## config.mk

```make
export PLATFORM = sky130hd
export DESIGN_NAME = rx_ring_in_order_reclaim_unit
export DESIGN_NICKNAME = d
export VERILOG_FILES = /design/src/rxrr_pkg.sv /design/src/rxrr_mark_mem.sv /design/src/rxrr_drain_seq.sv /design/src/rx_ring_in_order_reclaim_unit.sv
export VERILOG_INCLUDE_DIRS = /design/src /design/src/src
export SDC_FILE = /design/constraint.sdc
export NUM_CORES = 1
export LEC_CHECK = 0
export ABC_AREA = 1
export CELL_PAD_IN_SITES_DETAIL_PLACEMENT = 0
export CELL_PAD_IN_SITES_GLOBAL_PLACEMENT = 1
export CORE_MARGIN = 5
export CORE_UTILIZATION = 54
export DETAILED_ROUTE_END_ITERATION = 16
export DONT_BUFFER_PORTS = 1
export GPL_TIMING_DRIVEN = 0
export PLACE_DENSITY = 0.9
export SLEW_MARGIN = 20
export SYNTH_ARGS = -nofsm -noshare
export SYNTH_HDL_FRONTEND = slang
export SYNTH_HIERARCHICAL = 1
export SYNTH_SLANG_ARGS = --single-unit
```

## constraint.sdc

```tcl
create_clock -name aclk -period 12.44 [get_ports aclk]
set_input_delay 0.622 -clock aclk [delete_from_list [all_inputs] [get_ports aclk]]
set_output_delay 0.622 -clock aclk [all_outputs]
set_load 0.02 [all_outputs]
```

## src/rx_ring_in_order_reclaim_unit_macros.svh

```systemverilog
// ----------------------------------------------------------------------------
// Receive ring reclaim unit: assertion macros
// Shared concurrent assertion forms for the reclaim unit's RTL.
// ----------------------------------------------------------------------------
`ifndef RX_RING_IN_ORDER_RECLAIM_UNIT_MACROS_SVH
`define RX_RING_IN_ORDER_RECLAIM_UNIT_MACROS_SVH

// Same-cycle implication, checked only out of reset.
`define RXRR_ASSERT_SAME(label, clk, rstn, ante, cons, msg) \
    label: assert property (@(posedge clk) disable iff (!(rstn)) (ante) |-> (cons)) \
        else $error(msg);

// Next-cycle implication, checked only out of reset.
`define RXRR_ASSERT_NEXT(label, clk, rstn, ante, cons, msg) \
    label: assert property (@(posedge clk) disable iff (!(rstn)) (ante) |=> (cons)) \
        else $error(msg);

`endif

```

## src/rxrr_pkg.sv

```systemverilog
// ----------------------------------------------------------------------------
// Receive ring reclaim unit: package
// Field widths, command codes and the control structs shared by the modules.
// ----------------------------------------------------------------------------
package rxrr_pkg;

    // Command codes carried in s_tuser.
    localparam logic CMD_RECEIVE = 1'b0;
    localparam logic CMD_RELEASE = 1'b1;

    // Input field widths.
    localparam int LEN_W = 12;
    localparam int REL_W = 9;

    // Output field widths.
    localparam int OIDX_W = 8;
    localparam int OCNT_W = 9;

    // Packed stream widths.
    localparam int S_DATA_W = 24;
    localparam int M_DATA_W = 32;

    // Control from the top level to the drain sequencer.
    typedef struct packed {
        logic start;    // an item was accepted this cycle
        logic do_mark;  // the item marks a slot ready and runs the walk
        logic out_free; // the output register can take a result this cycle
    } drain_ctrl_t;

    // Status from the drain sequencer back to the top level.
    typedef struct packed {
        logic idle;     // ready for a new item
        logic done;     // walk result valid this cycle
    } drain_stat_t;

endpackage

```

## src/rxrr_mark_mem.sv

```systemverilog
// ----------------------------------------------------------------------------
// Receive ring reclaim unit: ready-mark memory
// One bit per ring slot, one write port and one registered read port.
// ----------------------------------------------------------------------------
module rxrr_mark_mem #(
    parameter int DEPTH  = 256,
    parameter int ADDR_W = 8
) (
    input  logic              aclk,
    input  logic              wr_en,
    input  logic [ADDR_W-1:0] wr_addr,
    input  logic              wr_data,
    input  logic              rd_en,
    input  logic [ADDR_W-1:0] rd_addr,
    output logic              rd_data
);

    logic mem [DEPTH];
    logic rd_data_reg;

    // Write port.
    always_ff @(posedge aclk) begin
        if (wr_en) begin
            mem[wr_addr] <= wr_data;
        end
    end

    // Registered read port.
    always_ff @(posedge aclk) begin
        if (rd_en) begin
            rd_data_reg <= mem[rd_addr];
        end
    end

    assign rd_data = rd_data_reg;

endmodule

```

## src/rxrr_drain_seq.sv

```systemverilog
// ----------------------------------------------------------------------------
// Receive ring reclaim unit: drain sequencer
// Clears the mark memory after reset, marks a slot ready and walks the
// reclaim head over consecutive ready slots, one slot per cycle.
// ----------------------------------------------------------------------------
`include "rx_ring_in_order_reclaim_unit_macros.svh"

module rxrr_drain_seq
    import rxrr_pkg::*;
#(
    parameter int DEPTH = 256,
    parameter int IDX_W = 8,
    parameter int CNT_W = 9
) (
    input  logic             aclk,
    input  logic             aresetn,
    input  drain_ctrl_t      ctrl,
    input  logic [IDX_W-1:0] req_slot,
    output drain_stat_t      stat,
    output logic [CNT_W-1:0] walk_count,
    output logic [IDX_W-1:0] walk_last
);

    // Sequencer states.
    localparam logic [2:0] ST_CLEAR = 3'd0;
    localparam logic [2:0] ST_IDLE  = 3'd1;
    localparam logic [2:0] ST_MARK  = 3'd2;
    localparam logic [2:0] ST_WALK  = 3'd3;
    localparam logic [2:0] ST_DONE  = 3'd4;

    localparam logic [IDX_W-1:0] LAST_SLOT = IDX_W'(DEPTH - 1);
    localparam logic [CNT_W-1:0] FULL_CNT  = CNT_W'(DEPTH);

    logic [2:0]       state_reg, state_next;
    logic [IDX_W-1:0] slot_reg, slot_next;
    logic [IDX_W-1:0] head_reg, head_next;
    logic [IDX_W-1:0] last_reg, last_next;
    logic [CNT_W-1:0] count_reg, count_next;
    logic             hit_reg, hit_next;

    logic             mem_we;
    logic [IDX_W-1:0] mem_waddr;
    logic             mem_wdata;
    logic             mem_re;
    logic [IDX_W-1:0] mem_raddr;
    logic             mem_rdata;

    logic             head_ready;
    logic [IDX_W-1:0] head_inc;

    rxrr_mark_mem #(
        .DEPTH  (DEPTH),
        .ADDR_W (IDX_W)
    ) u_mark_mem (
        .aclk    (aclk),
        .wr_en   (mem_we),
        .wr_addr (mem_waddr),
        .wr_data (mem_wdata),
        .rd_en   (mem_re),
        .rd_addr (mem_raddr),
        .rd_data (mem_rdata)
    );

    // The mark written in the mark cycle is forwarded when it hits the head.
    assign head_ready = mem_rdata | hit_reg;
    assign head_inc   = (head_reg == LAST_SLOT) ? '0 : head_reg + 1'b1;

    // Next-state and memory port control.
    always_comb begin
        state_next = state_reg;
        slot_next  = slot_reg;
        head_next  = head_reg;
        last_next  = last_reg;
        count_next = count_reg;
        hit_next   = hit_reg;
        mem_we     = 1'b0;
        mem_waddr  = slot_reg;
        mem_wdata  = 1'b0;
        mem_re     = 1'b0;
        mem_raddr  = head_reg;

        case (state_reg)
            ST_CLEAR: begin
                mem_we = 1'b1;
                if (slot_reg == LAST_SLOT) begin
                    slot_next  = '0;
                    state_next = ST_IDLE;
                end else begin
                    slot_next = slot_reg + 1'b1;
                end
            end
            ST_IDLE: begin
                if (ctrl.start) begin
                    slot_next  = req_slot;
                    count_next = '0;
                    last_next  = '0;
                    state_next = ctrl.do_mark ? ST_MARK : ST_DONE;
                end
            end
            ST_MARK: begin
                mem_we     = 1'b1;
                mem_wdata  = 1'b1;
                mem_re     = 1'b1;
                hit_next   = (slot_reg == head_reg);
                state_next = ST_WALK;
            end
            ST_WALK: begin
                hit_next = 1'b0;
                if (head_ready && (count_reg != FULL_CNT)) begin
                    // Reclaim the head slot and fetch the one after it.
                    mem_we     = 1'b1;
                    mem_waddr  = head_reg;
                    mem_re     = 1'b1;
                    mem_raddr  = head_inc;
                    last_next  = head_reg;
                    head_next  = head_inc;
                    count_next = count_reg + 1'b1;
                end else begin
                    state_next = ST_DONE;
                end
            end
            ST_DONE: begin
                if (ctrl.out_free) begin
                    state_next = ST_IDLE;
                end
            end
            default: begin
                state_next = ST_IDLE;
            end
        endcase
    end

    // Control registers.
    always_ff @(posedge aclk) begin
        if (!aresetn) begin
            state_reg <= ST_CLEAR;
            slot_reg  <= '0;
            head_reg  <= '0;
            count_reg <= '0;
            hit_reg   <= 1'b0;
        end else begin
            state_reg <= state_next;
            slot_reg  <= slot_next;
            head_reg  <= head_next;
            count_reg <= count_next;
            hit_reg   <= hit_next;
        end
    end

    // Last reclaimed slot.
    always_ff @(posedge aclk) begin
        last_reg <= last_next;
    end

    assign stat.idle  = (state_reg == ST_IDLE);
    assign stat.done  = (state_reg == ST_DONE) && ctrl.out_free;
    assign walk_count = count_reg;
    assign walk_last  = last_reg;

    // A result is only handed over when the output register can take it.
    `RXRR_ASSERT_SAME(a_done_free, aclk, aresetn, stat.done, ctrl.out_free, "done while output busy")
    // Items only start while the sequencer is idle.
    `RXRR_ASSERT_SAME(a_start_idle, aclk, aresetn, ctrl.start, state_reg == ST_IDLE, "start while busy")
    // During the walk the write and the prefetch never hit the same slot.
    `RXRR_ASSERT_SAME(a_walk_ports, aclk, aresetn, (state_reg == ST_WALK) && mem_we && mem_re, mem_waddr != mem_raddr, "walk port collision")
    // A walk that has reclaimed the whole ring stops.
    `RXRR_ASSERT_NEXT(a_walk_bound, aclk, aresetn, (state_reg == ST_WALK) && (count_reg == FULL_CNT), state_reg == ST_DONE, "walk ran past ring depth")

endmodule

```

## src/rx_ring_in_order_reclaim_unit.sv

```systemverilog
// An item with no slot to mark goes from the idle state straight to the done state;
// a marking item passes through the mark, walk and done states in that order.
// One item at a time; the walk visits one slot per cycle, and the next item is
// taken only once the result has been handed to the output register.
// Reset: synchronous, active low; a clearing pass then zeroes the mark memory,
// during which s_tready stays low.
// ----------------------------------------------------------------------------
// Receive ring in-order reclaim unit
// Hands received slots to a consumer, takes releases in any order and returns
// slots to the device strictly in ring order, reporting the new ring tail.
// ----------------------------------------------------------------------------
module rx_ring_in_order_reclaim_unit
    import rxrr_pkg::*;
#(
    parameter int RING_DEPTH = 256
) (
    input  logic                aclk,
    input  logic                aresetn,
    input  logic                s_tvalid,
    output logic                s_tready,
    // [11:0] frame_length, [12] consumer_accepted, [21:13] release_index
    input  logic [S_DATA_W-1:0] s_tdata,
    // [0] cmd
    input  logic                s_tuser,
    output logic                m_tvalid,
    input  logic                m_tready,
    // [0] delivered, [8:1] delivered_index, [9] rejected, [10] tail_written,
    // [18:11] tail_value, [27:19] reclaimed_count
    output logic [M_DATA_W-1:0] m_tdata
);

    localparam int IDX_W = $clog2(RING_DEPTH);
    localparam int CNT_W = $clog2(RING_DEPTH + 1);
    localparam logic [IDX_W-1:0] LAST_SLOT = IDX_W'(RING_DEPTH - 1);

    logic [LEN_W-1:0] in_len;
    logic             in_kept;
    logic [REL_W-1:0] in_rel;
    logic             accept;
    logic             given;
    logic             rel_bad;

    logic [IDX_W-1:0] cursor_reg, cursor_next;
    logic             pend_delivered_reg;
    logic [IDX_W-1:0] pend_index_reg;
    logic             pend_rejected_reg;
    logic             m_tvalid_reg, m_tvalid_next;
    logic [M_DATA_W-1:0] m_tdata_reg;

    drain_ctrl_t      ctrl;
    drain_stat_t      stat;
    logic [IDX_W-1:0] req_slot;
    logic [CNT_W-1:0] walk_count;
    logic [IDX_W-1:0] walk_last;
    logic             tail_written;
    logic [IDX_W-1:0] tail_slot;

    // Input field unpacking and item decode.
    assign in_len  = s_tdata[LEN_W-1:0];
    assign in_kept = s_tdata[LEN_W];
    assign in_rel  = s_tdata[LEN_W+REL_W:LEN_W+1];
    assign accept  = s_tvalid && s_tready;
    assign given   = (in_len != '0) && in_kept;
    assign rel_bad = 32'(in_rel) >= 32'(RING_DEPTH);
    assign req_slot = (s_tuser == CMD_RECEIVE) ? cursor_reg : IDX_W'(in_rel);

    assign ctrl.start    = accept;
    assign ctrl.do_mark  = (s_tuser == CMD_RECEIVE) ? !given : !rel_bad;
    assign ctrl.out_free = !m_tvalid_reg || m_tready;
    assign s_tready      = stat.idle;

    rxrr_drain_seq #(
        .DEPTH (RING_DEPTH),
        .IDX_W (IDX_W),
        .CNT_W (CNT_W)
    ) u_drain_seq (
        .aclk       (aclk),
        .aresetn    (aresetn),
        .ctrl       (ctrl),
        .req_slot   (req_slot),
        .stat       (stat),
        .walk_count (walk_count),
        .walk_last  (walk_last)
    );

    // Receive cursor advances on every receive item.
    always_comb begin
        cursor_next = cursor_reg;
        if (accept && (s_tuser == CMD_RECEIVE)) begin
            cursor_next = (cursor_reg == LAST_SLOT) ? '0 : cursor_reg + 1'b1;
        end
    end

    // Output valid: set by a finished item, cleared when taken.
    always_comb begin
        m_tvalid_next = m_tvalid_reg;
        if (stat.done) begin
            m_tvalid_next = 1'b1;
        end else if (m_tready) begin
            m_tvalid_next = 1'b0;
        end
    end

    always_ff @(posedge aclk) begin
        if (!aresetn) begin
            cursor_reg   <= '0;
            m_tvalid_reg <= 1'b0;
        end else begin
            cursor_reg   <= cursor_next;
            m_tvalid_reg <= m_tvalid_next;
        end
    end

    // Fields known at acceptance, held until the walk is over.
    always_ff @(posedge aclk) begin
        if (accept) begin
            pend_delivered_reg <= (s_tuser == CMD_RECEIVE) && given;
            pend_index_reg     <= (s_tuser == CMD_RECEIVE) ? cursor_reg : '0;
            pend_rejected_reg  <= (s_tuser == CMD_RELEASE) && rel_bad;
        end
    end

    // Result packing into the output register.
    assign tail_written = (walk_count != '0);
    assign tail_slot    = tail_written ? walk_last : '0;

    always_ff @(posedge aclk) begin
        if (stat.done) begin
            m_tdata_reg <= {4'b0000,
                            OCNT_W'(walk_count),
                            OIDX_W'(tail_slot),
                            tail_written,
                            pend_rejected_reg,
                            OIDX_W'(pend_index_reg),
                            pend_delivered_reg};
        end
    end

    assign m_tvalid = m_tvalid_reg;
    assign m_tdata  = m_tdata_reg;

endmodule
```

Yosys cells after proc, flatten, opt, wreduce, memory -nomap -nowiden

Memory sizes are Yosys's and may differ from the RTL's. A register that Yosys moved wholly into a read port is not among the register bits.
Index checks and enable logic that the tools add are counted.

$add $sub $neg: 4
Multiply operators: 0
Divide/modulo/power cells: 0
Magnitude comparators: 1
Eq/ne operators: 14
Shifts and indexed selects: 0
Mux-type cells: 32
Bitwise operators: 2
Reduce and logical (&&, ||, !) cells: 22

Operators with widths:

| kind                                                     | count |
|---|---|
| two-way mux 8 bit                                        | 11 |
| one-hot mux 8 bit (2 select lines)                       | 2 |
| adder 8 x 1 -> 8 bit, second input constant              | 3 |
| == test 8 bit, second input constant                     | 3 |
| two-way mux 9 bit                                        | 2 |
| one-hot mux 9 bit (2 select lines)                       | 1 |
| two-way mux 3 bit                                        | 5 |
| one-hot mux 3 bit (5 select lines)                       | 1 |
| nonzero test 12 bit                                      | 1 |
| adder 9 x 1 -> 9 bit, second input constant              | 1 |
| greater-or-equal comparator 9 bit, second input constant | 1 |
| inequality test 9 bit, second input constant             | 1 |
| nonzero test 9 bit                                       | 1 |
| == test 8 bit                                            | 1 |
| inequality test 2 x 1 -> 1 bit, second input constant    | 4 |
| nonzero test 2 bit                                       | 4 |
| logical AND 1 bit                                        | 7 |
| two-way mux 1 bit                                        | 7 |
| == test 3 x 2 -> 1 bit, second input constant            | 2 |
| one-hot mux 1 bit (2 select lines)                       | 3 |
| AND reduction 4 bit                                      | 1 |
| == test 3 x 1 -> 1 bit, second input constant            | 1 |
| == test 3 bit, second input constant                     | 1 |
| logical NOT 1 bit                                        | 3 |
| 8 further kinds                                          | 8 |

Flip-flop bits (word level): 84
Bits in latches: 0
Memory bits (writable): 256
Memory bits (read-only): 0
Output and inout port bits: 34
Logic and storage cells: 89
Memories kept: 1

Memory list:

| name                       | words | width | read ports | clocked after memory_dff | write ports | RTL line            | RTL |
|---|---|---|---|---|---|---|---|
| u_drain_seq.u_mark_mem.mem | 256   | 1     | 1          | 1                        | 1           | rxrr_mark_mem.sv:18 | `logic mem [DEPTH];` |

Depth between registers and ports, before layout

Depth after elaboration: 7
Mapped depth: 23
Gate-level depth less buffers: 21

Cells and area by module

Netlist, hierarchy kept.

By module, submodules not included:

| module                        | instances | cells each | area each (um^2) | sequential area each (um^2) |
|---|---|---|---|---|
| rxrr_mark_mem                 | 1         | 1,184      | 11,727.5         | 7,717.4 |
| rxrr_drain_seq                | 1         | 365        | 2,416.1          | 820.8 |
| rx_ring_in_order_reclaim_unit | 1         | 190        | 1,955.6          | 1,321.3 |

Worst setup path after synthesis

No wires, ideal clock.

Kind: flip-flop to flip-flop
Start point: register u_drain_seq.state_reg[1]
End point: memory u_drain_seq.u_mark_mem.mem[111], enable pin
Arrival: 8.143 ns
Data required time: 12.140 ns
Slack: 3.997 ns
Stages on the path, launching flop included: 11
Buffers on the path: 2
Cell sequence: dfxtp_1 -> nand2_1 -> nor2_1 -> inv_1 -> nand3_1 -> buf_2 -> inv_1 -> nor2_1 -> nand3_1 -> clkbuf_1 -> nor2_1

Cells in the longest elaborated chain, start to end: 5
Elaborated cells between the ends (all ways): 8
Those cells by class: eq/ne: 2; mux: 4; reduce/logical: 2

Ends and longest elaborated chain:

| element                                                            | RTL line              | RTL |
|---|---|---|
| from (decl)                                                        | rxrr_drain_seq.sv:34  | `logic [2:0] state_reg, state_next;` |
| from (signal assigned)                                             | rxrr_drain_seq.sv:142 | `state_reg <= state_next;` |
| == test 3 x 2 -> 1 bit / logical NOT 3 bit (equally long branches) | rxrr_drain_seq.sv:82  | `case (state_reg)` |
| OR reduction 2 bit (no source line)                                | --                    |  |
| one-hot mux 1 bit (2 select lines) *                               | rxrr_drain_seq.sv:82  |  |
| net u_drain_seq.mem_we                                             | rxrr_drain_seq.sv:41  | `logic mem_we;` |
| two-way mux 1 bit *                                                | rxrr_mark_mem.sv:23   | `if (wr_en) begin` |
| two-way mux 1 bit (not written as such) *                          | rxrr_mark_mem.sv:24   | `mem[wr_addr] <= wr_data;` |
| to (decl)                                                          | rxrr_mark_mem.sv:18   |  |

The timed path passes the listed nets; every way through them passes the cells marked *.

Worst setup path after layout

Start point: register u_drain_seq.count_reg[0], in the netlist u_drain_seq/walk_count[0]
End point: memory u_drain_seq.u_mark_mem.mem[59], enable pin

Elaborated cells between the ends (all ways): 8
Those cells by class: eq/ne: 1; mux: 6; reduce/logical: 1

RTL lines:

| element                      | RTL line              | RTL |
|---|---|---|
| from (decl)                  | rxrr_drain_seq.sv:38  | `logic [CNT_W-1:0] count_reg, count_next;` |
| from (signal assigned)       | rxrr_drain_seq.sv:145 | `count_reg <= count_next;` |
| inequality test 9 bit        | rxrr_drain_seq.sv:109 | `if (head_ready && (count_reg != FULL_CNT)) begin` |
| logical AND 1 bit            | rxrr_drain_seq.sv:109 |  |
| two-way mux 8 bit            | rxrr_drain_seq.sv:109 |  |
| two-way mux 8 bit            | rxrr_drain_seq.sv:82  |  |
| net u_drain_seq.mem_waddr[3] | rxrr_drain_seq.sv:42  | `logic [IDX_W-1:0] mem_waddr;` |

The timed path passes the listed nets, and every way through them passes these cells.

==> out/metrics.yaml <==
clock_tree:
  numCtsBuffers: 37
  post_cts.repair.setup_buffers: 0
  cts_tree: "yes"
  holdBufCountCts: 0
  worstSkewPairLatency_ns: 0.52
  clkSlewWorstSetupHoldPaths_ns: 0.06
  htree_levels: 2
  clock_path_buffers: 3
  cts.repair.resized: 0
  cts_root_buffer: "clkbuf_16"
  cts_sinks: 341
power_and_ir_drop:
  irDropWorstVdd_mv: 0.110
  power_w: 0.00309
  leakagePower_nw: 6.57
  p_per_area_mw_per_mm2: 173
global_route:
  grtUsageTotal_pct: 26.7
  antenna_found_initial: 0
  overflow: 0
  first_global_vias: 11990
  grt_pass1_wl_mm: 68.1
  grt_max_degree: 46
route:
  wl_per_cell_um: 20.3
  first_iter_violations: 1259
  wl_mm: 44.7
  post-route-drc-count: 0
  viasPerCell: 5.70
  drtAntennaViolNets: 0
  dr.pass1.iters: 6
  vias: 12574
critical_path:
  worstSetupEndpointType: "flop"
  critPathMaxFanout: 10
  cp-start-kind: "flop"
  rr_worst_depth: 14
  crit_type: "flop to flop"
  cp.arrival_ns: 4.04
  required_ns: 12.65
timing:
  period_minus_slack_ns: 3.83
  rsz0062_at_grt: "false"
  tightest_slew_ns: 0.957
  fin_setup_tns_ns: 0
  slew_headroom_pct: 36.2
  finalHoldViolCount: 0
  fin_crit_sh_pct: 30.8
  setup-violations-final: 0
  skew_ns: 0.0148
  maxSlewViolCount: 0
  fmax_mhz: 261
  fin_ws_ns: 8.61
logic_synthesis:
  async_flop_share_pct: 0
  avgSynthCellArea_um2: 9.26
  seq_area_frac_synth_pct: 61.2
  synth_cells: 1739
  synth_edf_count: 303
  ys_warn_count: 6
  synthFlopType: "edfxtp_1"
  netlist-cell-type-count: 40
  synth-seq-cells: 341
  synthesis.area_mm2: 0.0161
  yosys-top-cells-area: "edfxtp_1, nand2_1, nand3_1, nor2_1, dfxtp_1"
  synth_top_cell_area_share_pct: 56.5
  yosysTopAreaCell: "edfxtp_1"
layout:
  nFillCells: 2569
  antenna_cells: 0
  final_cells: 2206
  largest_reg_flops: 256
  fin_nets: 1826
  drive_above_1_share_pct: 7.98
  final_core_util_pct: 60.6
  seq_area_mm2: 0.00986
  area_growth_pct: 11.3
  multi_input_area_mm2: 0.00524
floorplan:
  row_count: 63
  start_util_pct: 54.5
  dieArea_mm2: 0.0334
  die_height_um: 183
  die_w_um: 183
  ioPinCount: 63
  core_area_mm2: 0.0296
job:
  maxCapViolCount: 0
placement:
  port_buffers: 0
  dp_hpwl_mm: 30.4
  dp.cells: 2143
  post-place-ws_ns: 8.74
  globalplace.congestion: 0.924
worst_hold_path:
  whs_path_depth: 2
  hold_class: "primary input to flop"
status:
  status: "complete, no violations"
[metal layers]
metal | global-route usage [%] | wire (µm)
met5 | 0 | 0
met2 | 42.5 | 20600
met1 | 36.1 | 17800
met4 | 8.53 | 1460
met3 | 7.14 | 4890
[cells in the mapped netlist (2+ instances only)]
library cell,n
o21a_1,2
o21ai_0,23
nand3_1,291
nand2_1,422
xor2_1,4
o21ai_1,6
clkbuf_1,42
inv_1,97
inv_2,3
dfxtp_1,38
buf_1,3
buf_6,26
nor2_4,2
a21oi_1,29
buf_4,11
o21ai_2,6
ha_1,5
edfxtp_1,303
xnor2_1,4
nor2_1,362
o21bai_1,2
o21bai_2,2
nor2_2,3
nand4_1,15
buf_2,19
nand2_2,4
nand3_4,2
[area by class of cell]
type | instances | area share (%)
multi-input combinational | 1198 | 29.2
sequential | 341 | 55.0
buffer | 101 | 3.57
inverter | 102 | 2.18
timing repair buffer | 11 | 1.08
tap | 390 | 2.72
clock buffer | 46 | 5.48
clock inverter | 17 | 0.719
[power breakdown]
group,switching [W],total [W],internal (W)
clock network,0.000426,0.00102,0.000598
registers,0.0000670,0.00143,0.00136
logic,0.000463,0.000641,0.000178
total,0.000957,0.00309,0.00214
[critical path: stages, from the launching register on]
cell	delay (ns)
dfxtp_1	0.38
inv_1	0.13
ha_1	0.20
nand2_1	0.06
nor2_1	0.12
nand2_2	0.12
nand3_4	0.10
buf_6	0.16
inv_4	0.06
o21ai_0	0.56
nand2_1	0.11
nor2_1	0.21
nand3_1	0.47
clkbuf_1	0.56
nor2_1	0.27
[cells in the final DEF, fill, tap and decap left out, drive strengths merged]
cell type | Yosys | final
a21oi | 29 | 29
a31oi | 1 | 1
and2 | 1 | 1
buf | 59 | 70
bufinv | 0 | 2
clkbuf | 42 | 88
clkinv | 1 | 15
clkinvlp | 0 | 1
conb | 1 | 4
dfxtp | 38 | 38
edfxtp | 303 | 303
ha | 5 | 5
inv | 101 | 101
nand2 | 427 | 427
nand3 | 293 | 293
nand4 | 15 | 15
nor2 | 367 | 367
nor3 | 1 | 1
nor3b | 1 | 1
nor4 | 1 | 1
o211ai | 1 | 1
o21a | 2 | 2
o21ai | 35 | 35
o21bai | 4 | 4
o31ai | 1 | 1
or2 | 2 | 2
xnor2 | 4 | 4
xor2 | 4 | 4
[per-stage QoR]
stage	area, µm²	hold slack [ns]
2_1_floorplan	16100	0.400
3_3_place_gp	16600	0.401
3_5_place_dp	16800	0.412
4_1_cts	17900	0.227
5_1_grt	17900	0.234
6_report	17900	0.245
[logic make-up after synthesis]
family	Yosys count	share of synthesized area, %
simple gates	1108	28.9
flops	341	61.2
buf+inv	203	6.40
compound gates	73	2.59
xor+xnor	8	0.435
fa+ha+maj	5	0.389
other cells	1	0.0233
[final timing paths]
path                                                        to                       from  slack [ns]
worst max-delay path            u_drain_seq/u_mark_mem/mem[59]  u_drain_seq/walk_count[0]        8.61
worst min-delay path                             cursor_reg[6]                    aresetn        0.24
worst max register to register  u_drain_seq/u_mark_mem/mem[59]  u_drain_seq/walk_count[0]        8.61
worst min register to register                      m_tdata[8]          pend_index_reg[7]        0.41
(Power assumes the default switching activity.)
